### src/psc_pkg.sv
// ----------------------------------------------------------------------------
// psc_pkg: shared types and constants of the postfix stack calculator
// Widths, action and status codes, controller states and the command and
// flag bundles that join the controller to the datapath.
// ----------------------------------------------------------------------------
`default_nettype none

package psc_pkg;

  localparam int STACK_DEPTH = 256;
  localparam int DATA_W      = 32;
  localparam int ACTION_W    = 3;
  localparam int INDEX_W     = 8;
  localparam int STATUS_W    = 3;
  localparam int DEPTH_W     = 9;
  localparam int PTR_W       = $clog2(STACK_DEPTH);
  localparam int CNT_W       = $clog2(STACK_DEPTH + 1);
  localparam int CMP_W       = ((CNT_W > INDEX_W) ? CNT_W : INDEX_W) + 1;
  localparam int STEP_W      = $clog2(DATA_W);

  typedef enum logic [ACTION_W-1:0] {
    ACT_PUSH,
    ACT_POP,
    ACT_ADD,
    ACT_SUB,
    ACT_MUL,
    ACT_DIV,
    ACT_READ_TOP,
    ACT_READ_BOT
  } action_t;

  typedef enum logic [STATUS_W-1:0] {
    ST_OK,
    ST_EMPTY,
    ST_INDEX,
    ST_FEW,
    ST_DIVZERO,
    ST_FULL
  } status_t;

  typedef enum logic [2:0] {
    S_IDLE,
    S_DECODE,
    S_FETCH,
    S_OPB,
    S_OPA,
    S_DIVIDE,
    S_WRBACK,
    S_DONE
  } state_t;

  typedef enum logic [1:0] {
    RD_TOP,
    RD_SECOND,
    RD_FROM_TOP,
    RD_FROM_BOT
  } rd_sel_t;

  typedef enum logic [2:0] {
    RES_ZERO,
    RES_VALUE,
    RES_MEM,
    RES_ALU,
    RES_QUOT
  } res_sel_t;

  typedef enum logic [1:0] {
    CNT_HOLD,
    CNT_INC,
    CNT_DEC,
    CNT_DEC2
  } cnt_op_t;

  typedef enum logic {
    WR_PUSH,
    WR_RESULT
  } wr_sel_t;

  typedef struct packed {
    logic     load_item;
    rd_sel_t  rd_sel;
    logic     cap_b;
    logic     res_en;
    res_sel_t res_sel;
    logic     set_status;
    status_t  status;
    logic     wr_en;
    wr_sel_t  wr_sel;
    cnt_op_t  cnt_op;
    logic     div_start;
    logic     out_load;
  } cmd_t;

  typedef struct packed {
    action_t action;
    logic    full;
    logic    empty;
    logic    few;
    logic    index_oob;
    logic    b_zero;
    logic    div_done;
    logic    out_free;
  } flags_t;

endpackage

`default_nettype wire

### src/psc_ctrl.sv
// ----------------------------------------------------------------------------
// psc_ctrl: controller of the postfix stack calculator
// Sequences each action through decode, memory reads, arithmetic, write
// back and hand-off to the output register.
// ----------------------------------------------------------------------------
`default_nettype none

module psc_ctrl
  import psc_pkg::*;
(
  input  wire logic   clk,
  input  wire logic   rst,
  input  wire logic   in_valid,
  output logic        in_ready,
  input  wire flags_t flags,
  output cmd_t        cmd
);

  state_t state;
  state_t state_next;

  always_ff @(posedge clk) begin
    if (rst) begin
      state <= S_IDLE;
    end else begin
      state <= state_next;
    end
  end

  always_comb begin
    state_next     = state;
    in_ready       = 1'b0;
    cmd            = '0;
    cmd.rd_sel     = RD_TOP;
    cmd.res_sel    = RES_ZERO;
    cmd.status     = ST_OK;
    cmd.wr_sel     = WR_PUSH;
    cmd.cnt_op     = CNT_HOLD;
    case (state)
      S_IDLE: begin
        in_ready = 1'b1;
        if (in_valid) begin
          cmd.load_item = 1'b1;
          state_next    = S_DECODE;
        end
      end
      S_DECODE: begin
        cmd.res_en = 1'b1;
        case (flags.action)
          ACT_PUSH: begin
            if (flags.full) begin
              cmd.set_status = 1'b1;
              cmd.status     = ST_FULL;
            end else begin
              cmd.wr_en   = 1'b1;
              cmd.cnt_op  = CNT_INC;
              cmd.res_sel = RES_VALUE;
            end
            state_next = S_DONE;
          end
          ACT_POP: begin
            if (flags.empty) begin
              cmd.set_status = 1'b1;
              cmd.status     = ST_EMPTY;
              state_next     = S_DONE;
            end else begin
              state_next = S_FETCH;
            end
          end
          ACT_ADD, ACT_SUB, ACT_MUL, ACT_DIV: begin
            if (flags.few) begin
              cmd.set_status = 1'b1;
              cmd.status     = ST_FEW;
              state_next     = S_DONE;
            end else begin
              state_next = S_OPB;
            end
          end
          default: begin
            cmd.rd_sel = (flags.action == ACT_READ_TOP) ? RD_FROM_TOP : RD_FROM_BOT;
            if (flags.empty) begin
              cmd.set_status = 1'b1;
              cmd.status     = ST_EMPTY;
              state_next     = S_DONE;
            end else if (flags.index_oob) begin
              cmd.set_status = 1'b1;
              cmd.status     = ST_INDEX;
              state_next     = S_DONE;
            end else begin
              state_next = S_FETCH;
            end
          end
        endcase
      end
      S_FETCH: begin
        cmd.res_en  = 1'b1;
        cmd.res_sel = RES_MEM;
        if (flags.action == ACT_POP) begin
          cmd.cnt_op = CNT_DEC;
        end
        state_next = S_DONE;
      end
      S_OPB: begin
        cmd.cap_b  = 1'b1;
        cmd.rd_sel = RD_SECOND;
        state_next = S_OPA;
      end
      S_OPA: begin
        if (flags.action == ACT_DIV) begin
          if (flags.b_zero) begin
            cmd.res_en     = 1'b1;
            cmd.set_status = 1'b1;
            cmd.status     = ST_DIVZERO;
            cmd.cnt_op     = CNT_DEC2;
            state_next     = S_DONE;
          end else begin
            cmd.div_start = 1'b1;
            state_next    = S_DIVIDE;
          end
        end else begin
          cmd.res_en  = 1'b1;
          cmd.res_sel = RES_ALU;
          state_next  = S_WRBACK;
        end
      end
      S_DIVIDE: begin
        if (flags.div_done) begin
          cmd.res_en  = 1'b1;
          cmd.res_sel = RES_QUOT;
          state_next  = S_WRBACK;
        end
      end
      S_WRBACK: begin
        cmd.wr_en  = 1'b1;
        cmd.wr_sel = WR_RESULT;
        cmd.cnt_op = CNT_DEC;
        state_next = S_DONE;
      end
      S_DONE: begin
        if (flags.out_free) begin
          cmd.out_load = 1'b1;
          state_next   = S_IDLE;
        end
      end
      default: begin
        state_next = S_IDLE;
      end
    endcase
  end

endmodule

`default_nettype wire

### config.mk
export PLATFORM = sky130hd
export DESIGN_NAME = psc_ctrl
export DESIGN_NICKNAME = d
export VERILOG_FILES = /design/src/psc_pkg.sv /design/src/psc_ctrl.sv
export SDC_FILE = /design/constraint.sdc
export NUM_CORES = 1
export LEC_CHECK = 0
export BUFFER_PORTS_ARGS = -buffer_cell sky130_fd_sc_hd__clkbuf_2
export CAP_MARGIN = 20
export CORE_UTILIZATION = 38
export DETAILED_ROUTE_END_ITERATION = 7
export GPL_TIMING_DRIVEN = 0
export PLACE_DENSITY = 0.8
export SETUP_SLACK_MARGIN = 0.2
export SLEW_MARGIN = 0
export SYNTH_ARGS = -nofsm -noshare
export SYNTH_HDL_FRONTEND = slang
export SYNTH_SLANG_ARGS = --single-unit
### constraint.sdc
create_clock -name clk -period 1.3 [get_ports clk]
set_input_delay 0.26 -clock clk [delete_from_list [all_inputs] [get_ports clk]]
set_output_delay 0.26 -clock clk [all_outputs]
set_load 0.01 [all_outputs]
==> reports/results.ini, run 1 <==
[die]
number_of_rows_created_at_floorplan = 13
die_w_um = 39.7
io_pins = 32
starting_density_of_the_core_pct = 40.9
die_y_um = 39.7

[clock_network]
ctsLongestPathBuffers = 2
ctsRootBufferMaster = clkbuf_4
number_of_sinks_handled_by_clock_tree_synthesis = 3
cts_made_buffers = 3
clock_tree.htree_level_count = 1

[sta]
globalroute.repair_timing.worst_endpoint = cmd[2]
timing.repair.worst_endpoint_type = top-level output

[synth]
ys_dominant_reg_cell = dfxtp_1
synth_area_sq_um = 539
synth_nets = 95
ys_ff_latch = 3
synth-edff-count = 0
sequential_element_share_of_the_synthesized_area_pct = 11.1
cell_count_after_synthesis = 80
yosysWarnings = 0
synthesis.area_per_instance_sq_um = 6.74
library_cells_used_by_synthesis = 32
postSynth.asyncResetShare_pct = 0

[outcome]
status = did not finish
run.stop_error = [ERROR DPL-0033] detailed placement checks failed during check placement.
stop_stage = 5_1_grt

[placed_design]
gpl.final_weighted_congestion = 0.723
dp_hpwl_mm = 1.27
number_of_port_buffers = 31

[grt]
antenna_found_initial = 0
grt_max_degree = 10

Yosys cell counts (all sizes together), types with 2 or more instances:
cell type  number  area, sq um
nor3            2         10.0
nand2b          3         18.8
and3            3         18.8
nand3b          4         30.0
ha              2         25.0
a21oi           8         40.0
and2            2         12.5
nand3           4         20.0
o22ai           2         12.5
buf             4         22.5
inv             2         7.51
a21o            2         15.0
dfxtp           3         60.1
nor2           12         52.6
nor2b           4         25.0
o21ai           6         30.0
nand2           4         15.0
cells by family after synthesis:
kind of cell,count (synthesis),synth area share [%]
compound gates,23,27.6
xor+xnor,1,1.62
fa+ha+maj,2,4.64
buf+inv,6,5.57
flops,3,11.1
mux,2,3.94
simple gates,43,45.5
through the flow:
| stage | std cells | setup TNS (ps) | setup WS, ps | util [%] | area (sq um) |
|---|---|---|---|---|---|
| after CTS | 149 | -5300 | -486 | 86.8 | 1140 |
| after detailed placement | 126 | -2340 | -322 | 61.8 | 815 |
| after global placement | 126 | -2010 | -314 | 61.8 | 815 |
| after floorplan | 80 | -189 | -136 | - | 641 |
what timing repair did:
item                       CTS
resized for setup           33
setup buffers               19
hold buffers                 0
setup endpoints to repair   22
pin swaps                   14
==> run 2, diff against run 1 <==
--- a/config.mk
+++ b/config.mk
@@ -7,11 +7,11 @@
 export LEC_CHECK = 0
 export BUFFER_PORTS_ARGS = -buffer_cell sky130_fd_sc_hd__clkbuf_2
 export CAP_MARGIN = 20
-export CORE_UTILIZATION = 38
+export CORE_AREA = 2 2 63 65
 export DETAILED_ROUTE_END_ITERATION = 7
+export DIE_AREA = 0 0 65 67
 export GPL_TIMING_DRIVEN = 0
-export PLACE_DENSITY = 0.8
-export SETUP_SLACK_MARGIN = 0.2
+export PLACE_DENSITY_LB_ADDON = 0.15
 export SLEW_MARGIN = 0
 export SYNTH_ARGS = -nofsm -noshare
 export SYNTH_HDL_FRONTEND = slang
==> constraint.sdc (replaced) <==
create_clock -name clk -period 1.7 [get_ports clk]
set_input_delay 0.34 -clock clk [delete_from_list [all_inputs] [get_ports clk]]
set_output_delay 0.34 -clock clk [all_outputs]
set_load 0.01 [all_outputs]
==> reports/results.ini, run 2 <==
[clock_network]
cts_hold_repair.buffers = 0
clock_tree.htree_level_count = 1
clk_latency_ps = 210
ctsRootBufferMaster = clkbuf_8
cts_tree = yes
ctsLongestPathBuffers = 2
cts_made_buffers = 3
cts.reportedPaths.clkPinSlew_ps = 30
number_of_sinks_handled_by_clock_tree_synthesis = 3

[finish]
finish.cell_count_without_fillers = 175
most_common_cell_after_layout_fill_and_taps_aside = clkbuf_2
fin_util_pct = 28.1
number_of_flip_flops_in_the_largest_register = 3
area_growth_pct = 87.9
biggestRegsByFlops = state x3
most-common-layout-cells = 24 x clkbuf_2, 12 x buf_4, 10 x nor2_1, 8 x a21oi_1, 5 x buf_2
registers.top_by_ff_count = state
final_layout_size_suffix_gt1_share_pct = 55.1
layout.nets = 143
antenna_cells_inserted = 0

[sta]
rsz0062_at_grt = true
final-max-slew-violation-count = 0
final.period_utilization_pct = 104
tns_ps = -114
final_critical_path_setup_slack_ps = -61.1
achievable-frequency_ghz = 0.568
worst-slew-pin-transition_ps = 346
layout_min_cycle_time_ps = 1760
slew_headroom_pct = 76.7
timing.final.setup_violations = 2
timing.clock.skew_ps = 2.65
timing.final.hold_violations = 0

[setup_path]
critical_path.cell_chain = buf_6, nor2_4, nand2_2, o41a_1, o22ai_1, buf_2
rrSetupSlack_ps = 300
crit_type = register to output pin
worst_path_largest_cell_delay_ps = 310
cp-endpoint = cmd[10]
worst-endpoint-required_ps = 1360
crit_family = compound AO/OA/AOI/OAI gates
kind_of_launch_point_of_the_worst_setup_path = register
crit_path_end_kind = output pin
path_depth = 6
cp-startpoint = state[1]$_SDFFE_PP0P_
worstReg2RegStart = state[1]$_SDFFE_PP0P_
worst_r2r_path_depth = 5
cp.buffers_inverters = 2
critical_path.reg2reg.endpoint = state[1]$_SDFFE_PP0P_
cp_slowest_cell = dfxtp_2
worst-endpoint-arrival_ps = 1420
path_max_fanout = 3

[drt]
antenna_violating_nets_post_route = 0
detail_route.iter0.violations = 27
vias_per_cell = 4.20
routed_wl_mm = 2.02
wl_per_cell_um = 11.5
routed-via-count = 735
post-route-drc-count = 0
drtPass1Iterations = 4

[die]
core_sq_um = 3610
starting_density_of_the_core_pct = 15.0
dieArea_sq_um = 4360
io_pins = 32
die_y_um = 67
number_of_rows_created_at_floorplan = 22
die_w_um = 65

[synth]
synth_nets = 95
post-synth-top-count-cell = nor2_1
postSynth.asyncResetShare_pct = 0
sequential_element_share_of_the_synthesized_area_pct = 11.1
library_cells_used_by_synthesis = 32
synth_top_area_share_pct = 11.1
synthDominantAreaCellType = dfxtp_1
synth_area_sq_um = 539
ys_ff_latch = 3
yosysWarnings = 0
synth-edff-count = 0
ys_dominant_reg_cell = dfxtp_1
synthesis.area_per_instance_sq_um = 6.74
synth_top_area_cells = dfxtp_1 11%, nor2_1 7.7%, a21oi_1 7.4%, o21ai_0 5.6%, nand3b_1 5.6%
synthTopCellsByCount = 11 x nor2_1, 8 x a21oi_1, 6 x o21ai_0
cell_count_after_synthesis = 80

[placed_design]
dp_hpwl_mm = 1.56
placedCellCount = 159
number_of_port_buffers = 31
gpl.final_weighted_congestion = 0.701

[outcome]
status = finished, violations left
failing_checks = setup timing

[grt]
gr-usage-met2_pct = 15.6
first_global_vias = 708
grt_overflow = 0
grt_first_pass_wirelength_mm = 3.25
met3_usage_pct = 1.52
antenna_found_initial = 0
gr-usage-all-layers_pct = 9.32
grt.met1_usage_pct = 12.7
gr_busiest_metal = met2
grt_max_degree = 11

[power_and_ir_drop]
leakagePower_nw = 0.470
finalPower_w = 0.00138
power_density_nw_per_um2 = 1360
vdd_drop_max_v = 0.000387

[run]
drv.max_cap_violation_count = 0

[worst_hold_path]
min_path_type = primary input to register

run 2: per-stage QoR:
| stage | setup slack (ps) | hold WS [ps] | area, sq um |
|---|---|---|---|
| 2_1_floorplan | 136 | 416 | 539 |
| 3_3_place_gp | -179 | 589 | 754 |
| 3_5_place_dp | -186 | 585 | 754 |
| 4_1_cts | -103 | 366 | 917 |
| 5_1_grt | -152 | 377 | 1010 |
| 6_report | -61.1 | 364 | 1010 |
run 2: layout make-up:
class / count / area, sq um
plain buffers: 4 / 45.0
clock buffers: 4 / 45.0
fillers: 411 / 2590
inverters: 2 / 7.51
multi-input cells: 71 / 528
flip-flops and latches: 3 / 62.6
well taps: 48 / 60.1
repair buffers: 43 / 265
run 2: per-layer routing:
metal	wire (um)	vias up	part of all wire, %
li1	-	386	-
met1	1050	333	52
met2	889	16	44
met3	79	0	3.9
met4	0	0	0
met5	0	-	0
run 2: worst min path at each step:
stage	cells past startpoint	startpoint	to	slack, ps
after floorplan	1	rst	state[2]$_SDFFE_PP0P_	420
after global placement	2	rst	state[2]$_SDFFE_PP0P_	590
after detailed placement	2	rst	state[2]$_SDFFE_PP0P_	590
after CTS	2	rst	state[2]$_SDFFE_PP0P_	370
after global routing	2	rst	state[2]$_SDFFE_PP0P_	380
final	2	rst	state[2]$_SDFFE_PP0P_	360
run 2: worst register-to-register path: stages (launching register included):
cell and delay [ps]:
dfxtp_2 330, buf_6 110, buf_4 180, nor4_2 80, or4_1 470, o2bb2ai_1 160
run 2: logic make-up (layout without fill, tap and decap cells):
logic type	after synthesis	in the layout	synth area share, %
buffers and inverters	6	53	5.57
and+or+nand+nor	43	43	45.5
DFF	3	3	11.1
muxes	2	2	3.94
adders and majority gates	2	2	4.64
AOI/OAI and AO/OA	23	23	27.6
xor gates and xnor gates	1	1	1.62
run 2: timing repair:
item,in CTS,in global routing
pin swaps,5,6
setup endpoints to repair,8,11
gates resized for setup,23,16
buffers inserted,4,8
run 2: where the power goes:
part	switching (W)	internal (W)	total [W]
Sequential	0.0000240	0.000106	0.000130
Clock	0.0000410	0.000159	0.000200
Combinational	0.000513	0.000531	0.00104
Total	0.000578	0.000797	0.00138
Power figures use the tool's default switching activity.
==> run 3, diff against run 2 <==
==> constraint.sdc (replaced) <==
create_clock -name clk -period 1.7 [get_ports clk]
set_input_delay 0.17 -clock clk [delete_from_list [all_inputs] [get_ports clk]]
set_output_delay 0.17 -clock clk [all_outputs]
set_load 0.01 [all_outputs]
==> reports/results.ini, run 3 (same netlist as run 2, synthesis figures left out) <==
[outcome]
status = finished, final reports clean

[drt]
routed-via-count = 729
drtPass1Iterations = 4
post-route-drc-count = 0
antenna_violating_nets_post_route = 0
wl_per_cell_um = 11.5
detail_route.iter0.violations = 36
routed_wl_mm = 1.97
vias_per_cell = 4.26

[sta]
final-max-slew-violation-count = 0
layout_min_cycle_time_ps = 1600
tns_ps = 0
final.period_utilization_pct = 94.4
timing.final.setup_violations = 0
timing.final.hold_violations = 0
timing.clock.skew_ps = 2.89
slew_headroom_pct = 76.7
achievable-frequency_ghz = 0.623
rsz0062_at_grt = false
worst-slew-pin-transition_ps = 347

[finish]
biggestRegsByFlops = state x3
registers.top_by_ff_count = state
most-common-layout-cells = 30 x clkbuf_2, 11 x nor2_1, 8 x a21oi_1, 8 x buf_4
finish.cell_count_without_fillers = 171
area_growth_pct = 66.8
most_common_cell_after_layout_fill_and_taps_aside = clkbuf_2
antenna_cells_inserted = 0
layout.nets = 139
number_of_flip_flops_in_the_largest_register = 3
final_layout_size_suffix_gt1_share_pct = 43.9

[clock_network]
ctsRootBufferMaster = clkbuf_8
clk_latency_ps = 210
cts_tree = yes
number_of_sinks_handled_by_clock_tree_synthesis = 3
cts.reportedPaths.clkPinSlew_ps = 30
clock_tree.htree_level_count = 1
cts_made_buffers = 3
ctsLongestPathBuffers = 2

[grt]
antenna_found_initial = 0
grt_max_degree = 11
gr-usage-all-layers_pct = 9.07
first_global_vias = 693
grt_first_pass_wirelength_mm = 3.17
grt_overflow = 0

[placed_design]
dp_hpwl_mm = 1.56
gpl.final_weighted_congestion = 0.701
number_of_port_buffers = 31
placedCellCount = 159

[setup_path]
worstReg2RegStart = state[1]$_SDFFE_PP0P_
worst-endpoint-arrival_ps = 1430
critical_path.reg2reg.endpoint = state[1]$_SDFFE_PP0P_
rrSetupSlack_ps = 300
path_max_fanout = 3
critical_path.cell_chain = buf_6, nor2_4, nand2_2, o41a_1, o22ai_1, buf_2
kind_of_launch_point_of_the_worst_setup_path = register
crit_type = register to output pin
worst-endpoint-required_ps = 1530
crit_path_end_kind = output pin
worst_r2r_path_depth = 5
cp_slowest_cell = dfxtp_2
cp.buffers_inverters = 2
crit_family = compound AO/OA/AOI/OAI gates
worst_path_largest_cell_delay_ps = 320

[die]
die_y_um = 67
dieArea_sq_um = 4360
io_pins = 32
number_of_rows_created_at_floorplan = 22
die_w_um = 65
starting_density_of_the_core_pct = 15.0
core_sq_um = 3610

[worst_hold_path]
worstHoldEndpoint = state[2]$_SDFFE_PP0P_
min_delay_path_depth = 2
min_path_type = primary input to register
min-delay-start = rst

[power_and_ir_drop]
leakagePower_nw = 0.435
power_density_nw_per_um2 = 1380
vdd_drop_max_v = 0.000329

[run]
drv.max_cap_violation_count = 0

[run 3: what timing repair did]
action,4_1_cts,5_1_grt
cloned,0,0
pin swaps,2,4
buffers inserted,2,6
hold buffers,0,0
gates resized for setup,4,11
setup endpoints to repair,1,5
[run 3: how the worst max path moves through the flow]
| stage | startpoint | end | slack, ps | depth (start not counted) |
|---|---|---|---|---|
| CTS | state[2]$_SDFFE_PP0P_ | cmd[10] | 10 | 6 |
| finish | state[1]$_SDFFE_PP0P_ | cmd[10] | 100 | 6 |
| global placement | flags[9] | state[0]$_SDFFE_PP0P_ | 110 | 6 |
| global route | state[1]$_SDFFE_PP0P_ | cmd[10] | 10 | 6 |
| detailed placement | flags[9] | state[0]$_SDFFE_PP0P_ | 80 | 6 |
| floorplan | state[2]$_SDFFE_PP0P_ | cmd[10] | 310 | 5 |
[run 3: cell type report]
class                      count  area, sq um
fill                         437         2710
inverter                       2         7.51
sequential                     3         61.3
multi-input combinational     71          465
clock buffer                   4         45.0
tap                           48         60.1
timing repair buffer          39          215
buffer                         4         45.0
[run 3: report_power, final]
part	switching, W	internal, W
combinational	0.000469	0.000440
clock	0.0000413	0.000159
sequential	0.0000258	0.000104
[run 3: stage by stage]
step	util (%)	hold WS [ps]	area [sq um]	setup slack (ps)	power (W)
6_report	24.9	192	900	95.8	0.00124
5_1_grt	24.9	207	900	12.0	0.00134
4_1_cts	22.9	196	826	11.8	0.00113
3_5_place_dp	20.9	415	754	83.0	0.000855
3_3_place_gp	20.9	419	754	106	0.000854
2_1_floorplan	-	246	539	306	0.000612
[run 3: metal layers]
| layer | vias to the layer above | routed length (um) | global-route usage (%) |
|---|---|---|---|
| li1 | 379 | - | - |
| met1 | 332 | 1040 | 12.7 |
| met2 | 18 | 855 | 14.7 |
| met3 | 0 | 81 | 1.52 |
| met4 | 0 | 0 | 1.60 |
| met5 | - | 0 | 0 |
